--- src/design/aef_pkg.sv ---
`default_nettype none

package aef_pkg;

   localparam int BYTE_W      = 8;
   localparam int CELL_CAP_W  = 12;
   localparam int CSR_INDEX_W = 1;

   // Register indexes of the configuration port
   localparam logic [CSR_INDEX_W-1:0] CSR_IDX_MODE     = 1'b0;
   localparam logic [CSR_INDEX_W-1:0] CSR_IDX_CELL_CAP = 1'b1;

   localparam logic                  MODE_STRIP     = 1'b0;
   localparam logic                  MODE_TRUNCATE  = 1'b1;
   localparam logic [CELL_CAP_W-1:0] CELL_CAP_RESET = 12'd80;

   localparam logic [BYTE_W-1:0] ESC_BYTE       = 8'h1B;
   localparam logic [BYTE_W-1:0] BEL_BYTE       = 8'h07;
   localparam logic [BYTE_W-1:0] CSI_INTRO      = 8'h5B;
   localparam logic [BYTE_W-1:0] OSC_INTRO      = 8'h5D;
   localparam logic [BYTE_W-1:0] ST_BACKSLASH   = 8'h5C;
   localparam logic [BYTE_W-1:0] CSI_FINAL_LO   = 8'h40;
   localparam logic [BYTE_W-1:0] CSI_FINAL_HI   = 8'h7E;
   localparam logic [BYTE_W-1:0] CTRL_LIMIT     = 8'h20;
   localparam logic [BYTE_W-1:0] HIGH_BIT       = 8'h80;
   localparam logic [BYTE_W-1:0] LEAD2_MASK     = 8'hE0;
   localparam logic [BYTE_W-1:0] LEAD2_CODE     = 8'hC0;
   localparam logic [BYTE_W-1:0] LEAD3_MASK     = 8'hF0;
   localparam logic [BYTE_W-1:0] LEAD3_CODE     = 8'hE0;
   localparam logic [BYTE_W-1:0] LEAD4_MASK     = 8'hF8;
   localparam logic [BYTE_W-1:0] LEAD4_CODE     = 8'hF0;

   // SGR reset sent after a cut line: ESC [ 0 m
   localparam int BURST_BEAT_W = 2;
   localparam logic [BURST_BEAT_W-1:0] BURST_LAST_BEAT = 2'd3;
   localparam logic [BYTE_W-1:0] RESET_SEQ [4] = '{8'h1B, 8'h5B, 8'h30, 8'h6D};

   typedef enum logic [1:0] {
      KIND_BYTE,
      KIND_BARE,
      KIND_BURST
   } aef_kind_type;

   // What one input byte leaves for the output stage
   typedef struct packed {
      aef_kind_type      kind;
      logic [BYTE_W-1:0] data;
      logic              line_end;
   } aef_result_type;

endpackage

`default_nettype wire

--- src/design/aef_core.sv ---
`default_nettype none

module aef_core import aef_pkg::*; #(
   parameter int CELL_COUNT_BITS = 12
) (
   input  wire logic                  clock,
   input  wire logic                  reset,
   input  wire logic                  step_i,
   input  wire logic [BYTE_W-1:0]     byte_i,
   input  wire logic                  last_i,
   input  wire logic                  mode_i,
   input  wire logic [CELL_CAP_W-1:0] cell_cap_i,
   output aef_result_type             result_o,
   output logic                       result_valid_o
);

   localparam int LIM_W = (CELL_COUNT_BITS > CELL_CAP_W) ? CELL_COUNT_BITS : CELL_CAP_W;

   typedef enum logic [2:0] {
      PH_PLAIN,
      PH_ESC,
      PH_CSI,
      PH_OSC,
      PH_OSC_ESC
   } phase_type;

   phase_type                  phase_ff, phase_in, esc_phase;
   logic [1:0]                 cont_ff, cont_in, lead_cont;
   logic [CELL_COUNT_BITS-1:0] cells_ff, cells_in, limit;
   logic                       cut_ff, cut_in;
   logic                       esc_hit, emit, width_one, over;
   logic [LIM_W-1:0]           cap_in_ext, cap_ext;
   logic [CELL_COUNT_BITS:0]   cells_sum;

   // Saturate the limit to the counter range
   assign cap_in_ext = LIM_W'(cell_cap_i);
   assign cap_ext    = LIM_W'({CELL_COUNT_BITS{1'b1}});
   assign limit      = (cap_in_ext > cap_ext) ? CELL_COUNT_BITS'(cap_ext)
                                              : CELL_COUNT_BITS'(cap_in_ext);

   // Escape parser step
   always_comb begin
      esc_phase = PH_PLAIN;
      esc_hit   = 1'b1;
      case (phase_ff)
         PH_ESC: begin
            if (byte_i == CSI_INTRO)      esc_phase = PH_CSI;
            else if (byte_i == OSC_INTRO) esc_phase = PH_OSC;
            else                          esc_phase = PH_PLAIN;
         end
         PH_CSI: begin
            esc_phase = (byte_i inside {[CSI_FINAL_LO:CSI_FINAL_HI]}) ? PH_PLAIN : PH_CSI;
         end
         PH_OSC: begin
            if (byte_i == BEL_BYTE)      esc_phase = PH_PLAIN;
            else if (byte_i == ESC_BYTE) esc_phase = PH_OSC_ESC;
            else                         esc_phase = PH_OSC;
         end
         PH_OSC_ESC: begin
            if (byte_i == ST_BACKSLASH || byte_i == BEL_BYTE) esc_phase = PH_PLAIN;
            else if (byte_i == ESC_BYTE)                      esc_phase = PH_OSC_ESC;
            else                                              esc_phase = PH_OSC;
         end
         default: begin
            esc_hit   = (byte_i == ESC_BYTE);
            esc_phase = esc_hit ? PH_ESC : PH_PLAIN;
         end
      endcase
   end

   // Cell width and UTF-8 trail length
   always_comb begin
      lead_cont = 2'd0;
      width_one = 1'b1;
      if (byte_i >= HIGH_BIT) begin
         if ((byte_i & LEAD2_MASK) == LEAD2_CODE)      lead_cont = 2'd1;
         else if ((byte_i & LEAD3_MASK) == LEAD3_CODE) lead_cont = 2'd2;
         else if ((byte_i & LEAD4_MASK) == LEAD4_CODE) lead_cont = 2'd3;
      end else if (byte_i < CTRL_LIMIT) begin
         width_one = 1'b0;
      end
   end

   assign cells_sum = {1'b0, cells_ff} + (CELL_COUNT_BITS+1)'(width_one);
   assign over      = cells_sum > {1'b0, limit};

   always_comb begin
      phase_in = phase_ff;
      cont_in  = cont_ff;
      cells_in = cells_ff;
      cut_in   = cut_ff;
      emit     = 1'b0;
      if (mode_i == MODE_STRIP) begin
         phase_in = esc_phase;
         emit     = !esc_hit;
      end else if (limit == '0 || cut_ff) begin
         // drop everything on a cut line or a zero limit
         emit = 1'b0;
      end else if (phase_ff == PH_PLAIN && cont_ff != 2'd0) begin
         emit    = 1'b1;
         cont_in = cont_ff - 2'd1;
      end else if (esc_hit) begin
         emit     = 1'b1;
         phase_in = esc_phase;
      end else begin
         phase_in = esc_phase;
         if (over) begin
            cut_in = 1'b1;
         end else begin
            emit     = 1'b1;
            cells_in = cells_sum[CELL_COUNT_BITS-1:0];
            cont_in  = lead_cont;
         end
      end

      result_o.data     = byte_i;
      result_o.line_end = last_i;
      result_o.kind     = KIND_BYTE;
      result_valid_o    = emit;
      if (last_i) begin
         result_valid_o = 1'b1;
         if (mode_i == MODE_TRUNCATE && cut_in) begin
            result_o.kind = KIND_BURST;
         end else if (!emit) begin
            result_o.kind = KIND_BARE;
            result_o.data = '0;
         end
         phase_in = PH_PLAIN;
         cont_in  = 2'd0;
         cells_in = '0;
         cut_in   = 1'b0;
      end
   end

   always_ff @(posedge clock) begin
      if (reset) begin
         phase_ff <= PH_PLAIN;
         cont_ff  <= 2'd0;
         cells_ff <= '0;
         cut_ff   <= 1'b0;
      end else if (step_i) begin
         phase_ff <= phase_in;
         cont_ff  <= cont_in;
         cells_ff <= cells_in;
         cut_ff   <= cut_in;
      end
   end

endmodule

`default_nettype wire

--- src/design/aef_out.sv ---
`default_nettype none

module aef_out import aef_pkg::*; (
   input  wire logic              clock,
   input  wire logic              reset,
   input  wire logic              load_i,
   input  wire aef_result_type    result_i,
   output logic                   free_o,
   output logic                   rsp_tvalid,
   input  wire logic              rsp_tready,
   output logic [BYTE_W-1:0]      rsp_tdata,
   output logic [1:0]             rsp_tuser,
   output logic                   rsp_tlast
);

   aef_result_type          res_ff;
   logic                    valid_ff;
   logic [BURST_BEAT_W-1:0] beat_ff;
   logic                    is_burst, last_beat, fire, done;

   assign is_burst  = (res_ff.kind == KIND_BURST);
   assign last_beat = !is_burst || (beat_ff == BURST_LAST_BEAT);
   assign fire      = valid_ff && rsp_tready;
   assign done      = fire && last_beat;
   assign free_o    = !valid_ff || done;

   assign rsp_tvalid   = valid_ff;
   assign rsp_tdata    = is_burst ? RESET_SEQ[beat_ff] : res_ff.data;
   assign rsp_tuser[0] = (res_ff.kind != KIND_BARE);
   assign rsp_tuser[1] = is_burst;
   assign rsp_tlast    = res_ff.line_end && last_beat;

   always_ff @(posedge clock) begin
      if (reset) begin
         valid_ff <= 1'b0;
         beat_ff  <= '0;
      end else if (load_i) begin
         valid_ff <= 1'b1;
         beat_ff  <= '0;
      end else if (done) begin
         valid_ff <= 1'b0;
      end else if (fire) begin
         beat_ff <= beat_ff + BURST_BEAT_W'(1);
      end
   end

   always_ff @(posedge clock) begin
      if (load_i) begin
         res_ff <= result_i;
      end
   end

endmodule

`default_nettype wire

--- src/design/ansi_escape_filter_unit.sv ---
`default_nettype none

// Channel   | Dir | Payload                                     | Notes
// req_*     | in  | tdata[7:0] in_byte, tlast line_last         | one request per raw byte
// rsp_*     | out | tdata[7:0] out_byte, tuser has_byte/was_trunc,| 0..4 responses per request
//           |     | tlast line_end                              |
// csr_*     | in  | index 0 mode, index 1 cell cap              | write only, idle block
//
// One request is taken per cycle unless the result register is busy; a request passes
// the input register, then the result register, before its first response.
// A line cut in truncate mode holds the input while the output register plays
// out the four-byte SGR reset.
// Stalls on rsp_ freeze the result register; the input register then fills and
// req_tready drops. Reset is synchronous and needs no clearing pass.

module ansi_escape_filter_unit import aef_pkg::*; #(
   parameter int CELL_COUNT_BITS = 12
) (
   input  wire logic                   clock,
   input  wire logic                   reset,
   // request channel
   input  wire logic                   req_tvalid,
   output logic                        req_tready,
   input  wire logic [BYTE_W-1:0]      req_tdata,   // [7:0] in_byte
   input  wire logic                   req_tlast,
   // response channel
   output logic                        rsp_tvalid,
   input  wire logic                   rsp_tready,
   output logic [BYTE_W-1:0]           rsp_tdata,   // [7:0] out_byte
   output logic [1:0]                  rsp_tuser,   // [0] has_byte, [1] was_truncated
   output logic                        rsp_tlast,
   // configuration
   input  wire logic                   csr_we,
   input  wire logic [CSR_INDEX_W-1:0] csr_index,
   input  wire logic [CELL_CAP_W-1:0]  csr_wdata
);

   logic                  mode_ff;
   logic [CELL_CAP_W-1:0] cell_cap_ff;
   logic                  in_valid_ff;
   logic [BYTE_W-1:0]     in_byte_ff;
   logic                  in_last_ff;
   logic                  out_free, step;
   aef_result_type        result;
   logic                  result_valid;

   // Configuration registers
   always_ff @(posedge clock) begin
      if (reset) begin
         mode_ff     <= MODE_STRIP;
         cell_cap_ff <= CELL_CAP_RESET;
      end else if (csr_we) begin
         case (csr_index)
            CSR_IDX_MODE:     mode_ff     <= csr_wdata[0];
            CSR_IDX_CELL_CAP: cell_cap_ff <= csr_wdata;
            default:          mode_ff     <= mode_ff;
         endcase
      end
   end

   // Advance the held byte whenever the result register can take its outcome;
   // bytes that produce nothing advance regardless.
   assign step       = in_valid_ff && (out_free || !result_valid);
   assign req_tready = !in_valid_ff || step;

   // Input register
   always_ff @(posedge clock) begin
      if (reset) begin
         in_valid_ff <= 1'b0;
      end else if (req_tready) begin
         in_valid_ff <= req_tvalid;
      end
   end

   always_ff @(posedge clock) begin
      if (req_tvalid && req_tready) begin
         in_byte_ff <= req_tdata;
         in_last_ff <= req_tlast;
      end
   end

   // Parser, cell counter and line-end decision
   aef_core #(
      .CELL_COUNT_BITS (CELL_COUNT_BITS)
   ) u_core (
      .clock          (clock),
      .reset          (reset),
      .step_i         (step),
      .byte_i         (in_byte_ff),
      .last_i         (in_last_ff),
      .mode_i         (mode_ff),
      .cell_cap_i     (cell_cap_ff),
      .result_o       (result),
      .result_valid_o (result_valid)
   );

   // Result register and reset-sequence playout
   aef_out u_out (
      .clock      (clock),
      .reset      (reset),
      .load_i     (step && result_valid),
      .result_i   (result),
      .free_o     (out_free),
      .rsp_tvalid (rsp_tvalid),
      .rsp_tready (rsp_tready),
      .rsp_tdata  (rsp_tdata),
      .rsp_tuser  (rsp_tuser),
      .rsp_tlast  (rsp_tlast)
   );

endmodule

`default_nettype wire

--- config.mk ---
export PLATFORM = sky130hd
export DESIGN_NAME = ansi_escape_filter_unit
export DESIGN_NICKNAME = d
export VERILOG_FILES = /design/src/design/aef_pkg.sv /design/src/design/aef_core.sv /design/src/design/aef_out.sv /design/src/design/ansi_escape_filter_unit.sv
export SDC_FILE = /design/constraint.sdc
export NUM_CORES = 1
export LEC_CHECK = 0
export ABC_AREA = 1
export BUFFER_PORTS_ARGS = -buffer_cell sky130_fd_sc_hd__buf_4
export CAP_MARGIN = 20
export CELL_PAD_IN_SITES_DETAIL_PLACEMENT = 0
export CELL_PAD_IN_SITES_GLOBAL_PLACEMENT = 1
export CORE_MARGIN = 2
export CORE_UTILIZATION = 35
export CTS_BUF_LIST = sky130_fd_sc_hd__clkbuf_4
export DETAILED_ROUTE_END_ITERATION = 7
export PLACE_DENSITY_LB_ADDON = 0.25
export SETUP_SLACK_MARGIN = 0.4
export SLEW_MARGIN = 20
export SYNTH_ARGS = -nofsm -noshare
export SYNTH_HDL_FRONTEND = slang
export SYNTH_SLANG_ARGS = --single-unit
--- constraint.sdc ---
create_clock -name clock -period 4.6 [get_ports clock]
set_input_delay 0.92 -clock clock [delete_from_list [all_inputs] [get_ports clock]]
set_output_delay 0.92 -clock clock [all_outputs]
set_load 0.02 [all_outputs]
==> summary.txt <==
Maxcap violations: 0
GRT Total Usage: 16.15%
Largest net degree at the start of global routing: 32
Hold Path Depth: 2
Total grt overflow: 0
Cell Area, Synth: 3348 sq um
PortBufs: 39
Layout cell share with drive strength beyond 1: 22.20%
Antenna violations before repair: 0
Worst vdd ir: 0.1199 mV
Top FF cell, synth: dfxtp_1
Fmax: 0.2393 GHz
Die Ht: 101.8 um
Critical path capture point type: primary output
Vias per inst: 4.600
Min cycle time layout: 4180 ps
Initial core utilization: 36.24%
Slew Viols, Final: 0
Synth top area share: 20.93%
Post-Synth Adder-Cell Area: 6.726%
Vias in the first global route: 2827
Worst R2R Path Depth: 27
Synth Area in Compound Gates: 7.810%
Clk_skew: 22.22 ps
Hold path start: u_core.cut_ff
Multiplexer share of the synthesized area: 0.3363%
Clock latency on the worst-skew pair: 420 ps
Die X-Extent: 101.8 um
First-pass GRT wire length: 13080 um
Post-synth EDFFs: 20
Simple-Gate Fraction of Synth Area: 32.03%
Die ar.: 10360 sq um
RSZ-0062 raised after global routing: yes
Status: finished, final reports clean
Final Instance Area: 4063 sq um
Routed WL: 8056 um
Vias: 2935
Global-route met2 utilization: 29.45%
Endpoints failing hold: 0
Fin util: 43.97%
Placed Area: 3724 sq um
Routability Congestion: 0.8442
Synthesized Nets: 509
CP Data Required Time: 3680 ps
Destination of the worst hold path: u_core.cut_ff
Arr. time, crit path: 3260 ps
Met1 Use GR: 19.24%
Root buf cell: clkbuf_4
Cells after Synth: 464
Yosys top cell by area: dfxtp_1
Syn Area/Cell: 7.216 sq um
Worst Tran Pin Value: 946.4 ps
Total power: 0.001056 W
Register bit total from synthesis: 55
Top cells by area, synth: dfxtp_1, edfxtp_1, nand2_1
Period utilization: 90.86%
Drt pass-1 iters: 4
CTS buffer count: 5
XOR/XNOR share of the synthesized area: 2.354%
Yosys warns: 0
Grt peak-use layer: met2
CP Launch Type: flop
Drt drc: 0
Launching point of the worst reg2reg path: in_byte_ff[7]
Final hold slack: 480.5 ps
Core box area: 9240 sq um
Largest family of logic cells by synthesized area: simple AND/OR/NAND/NOR gates
DR iter-0 viols: 140
Leakage: 1.924 nW
Reg-to-reg slack, setup: 950 ps
WS Path Type: flop to primary output
Hold/Removal Path Class: flop to flop
H-tree depth: 2
Placed wire-length estimate: 5707 um
CTS sink cnt: 55
RR Endpoint: u_core.cells_ff[5]
Clk buf depth: 2
Sum Neg Setup Slack: 0 ps
TritonCTS clock tree: done
Wire length per cell: 12.63 um
Distinct cells, synth: 33
Count leader, synth: nand2_1
IO Pins: 40
Critical path fanouts, max: 4
Core Rows: 35
Met3 GRT Util: 3.244%
Clock transition at the registers of the reported paths: 170 ps
Synth async-reset ratio: 0%
Post-synth top cells: nand2_1, inv_1, nor2_1
Nets: 553
Final setup vio count: 0
Power Density: 259.8 nW/um^2
Number of antenna diodes: 0
Sequential cell area fraction in the yosys report: 38.86%
Final ANT Viol Nets: 0
P&R area growth vs syn: 21.34%
Slew HR: 36.84%
[worst max-delay path: stages (launching register included)]
cell,delay (ps)
edfxtp_1,410
inv_2,70
nand2_4,70
nor2_4,40
inv_2,100
ha_4,150
nand2_4,60
nor2_4,140
nand2_2,80
nor2_4,160
nand2_2,80
xor2_2,220
ha_4,250
nand2_2,60
nand2_1,50
a21oi_1,140
nand2_1,80
nor2_2,110
nand2_2,60
nand3_2,70
nand2_2,80
nand3_4,80
nand3_4,90
buf_6,180
[kinds of logic after synthesis]
kind of cell	Yosys count
AND/OR/NAND/NOR	233
buffers and inverters	99
flip-flops	55
AO/OA/AOI/OAI	49
adder cells (fa/ha/maj)	18
XOR/XNOR	9
multiplexers	1
[where the power goes]
group | internal, W | switching, W | total, W
clock network | 0.0000656 | 0.000163 | 0.000229
logic | 0.000103 | 0.000159 | 0.000262
registers | 0.000538 | 0.0000263 | 0.000564
total | 0.000707 | 0.000349 | 0.00106
[registers in the layout, summed over array words and instances, names as in the netlist, 2 cells and up]
signal and flops:
u_core.phase_ff 3, cell_cap_ff 12, in_byte_ff 8, u_out.beat_ff 2, u_core.cont_ff 2, u_out.res_ff 11, u_core.cells_ff 12
[final cells by class]
class,instances,area (sq um)
multi-input combinational,310,1837
tap,129,161.4
sequential,55,1301
clock inverter,2,12.51
timing repair buffer,51,386.6
fill,982,5177
clock buffer,6,45.04
inverter,85,319.1
[cell usage in the layout (no fill, tap or decap), types with 2 or more instances in the layout]
master,count
ha_4,4
dfxtp_1,35
nor2_2,6
edfxtp_1,20
o211ai_1,3
inv_1,76
inv_2,8
nor3_4,2
buf_4,50
nor2_4,6
nand2_4,4
nand3_2,3
xor2_1,6
nor2_1,57
nand3_1,18
a21oi_1,20
ha_1,14
clkbuf_4,6
o21ai_0,21
a31oi_1,3
nand2_2,12
nor3_1,6
nand4_1,18
nand3_4,4
clkinv_1,2
nand2_1,92
xor2_2,3
[per-stage QoR]
stage          setup slack [ps]  std cells
2_1_floorplan             889.7        464
3_3_place_gp              528.3        618
3_5_place_dp              386.1        618
4_1_cts                   355.4        633
5_1_grt                   233.0        638
6_report                  420.5        638
[timing repair]
item	4_1_cts	5_1_grt
hold endpoints to repair	0	0
hold buffers	0	0
gates resized for setup	19	21
pin swaps	13	18
buffers inserted	7	5
setup endpoints to repair	1	1
[routing by layer]
metal  wire length, um  up-vias
met1              3539     1320
met2              4078       54
li1                  -     1552
met3               343        9
met4                95        0
met5                 0        -
[how the worst max path moves through the flow]
| stage | start | endpoint | slack [ps] | cells after the start |
|---|---|---|---|---|
| 3_3_place_gp | in_byte_ff[7] | req_tready | 530 | 21 |
| 3_5_place_dp | in_byte_ff[7] | req_tready | 390 | 21 |
| 5_1_grt | in_byte_ff[6] | req_tready | 230 | 21 |
| 2_1_floorplan | in_byte_ff[7] | req_tready | 890 | 21 |
| 6_report | in_byte_ff[7] | req_tready | 420 | 23 |
| 4_1_cts | in_byte_ff[7] | req_tready | 360 | 22 |
No activity file was read; power rests on OpenSTA's default activity.
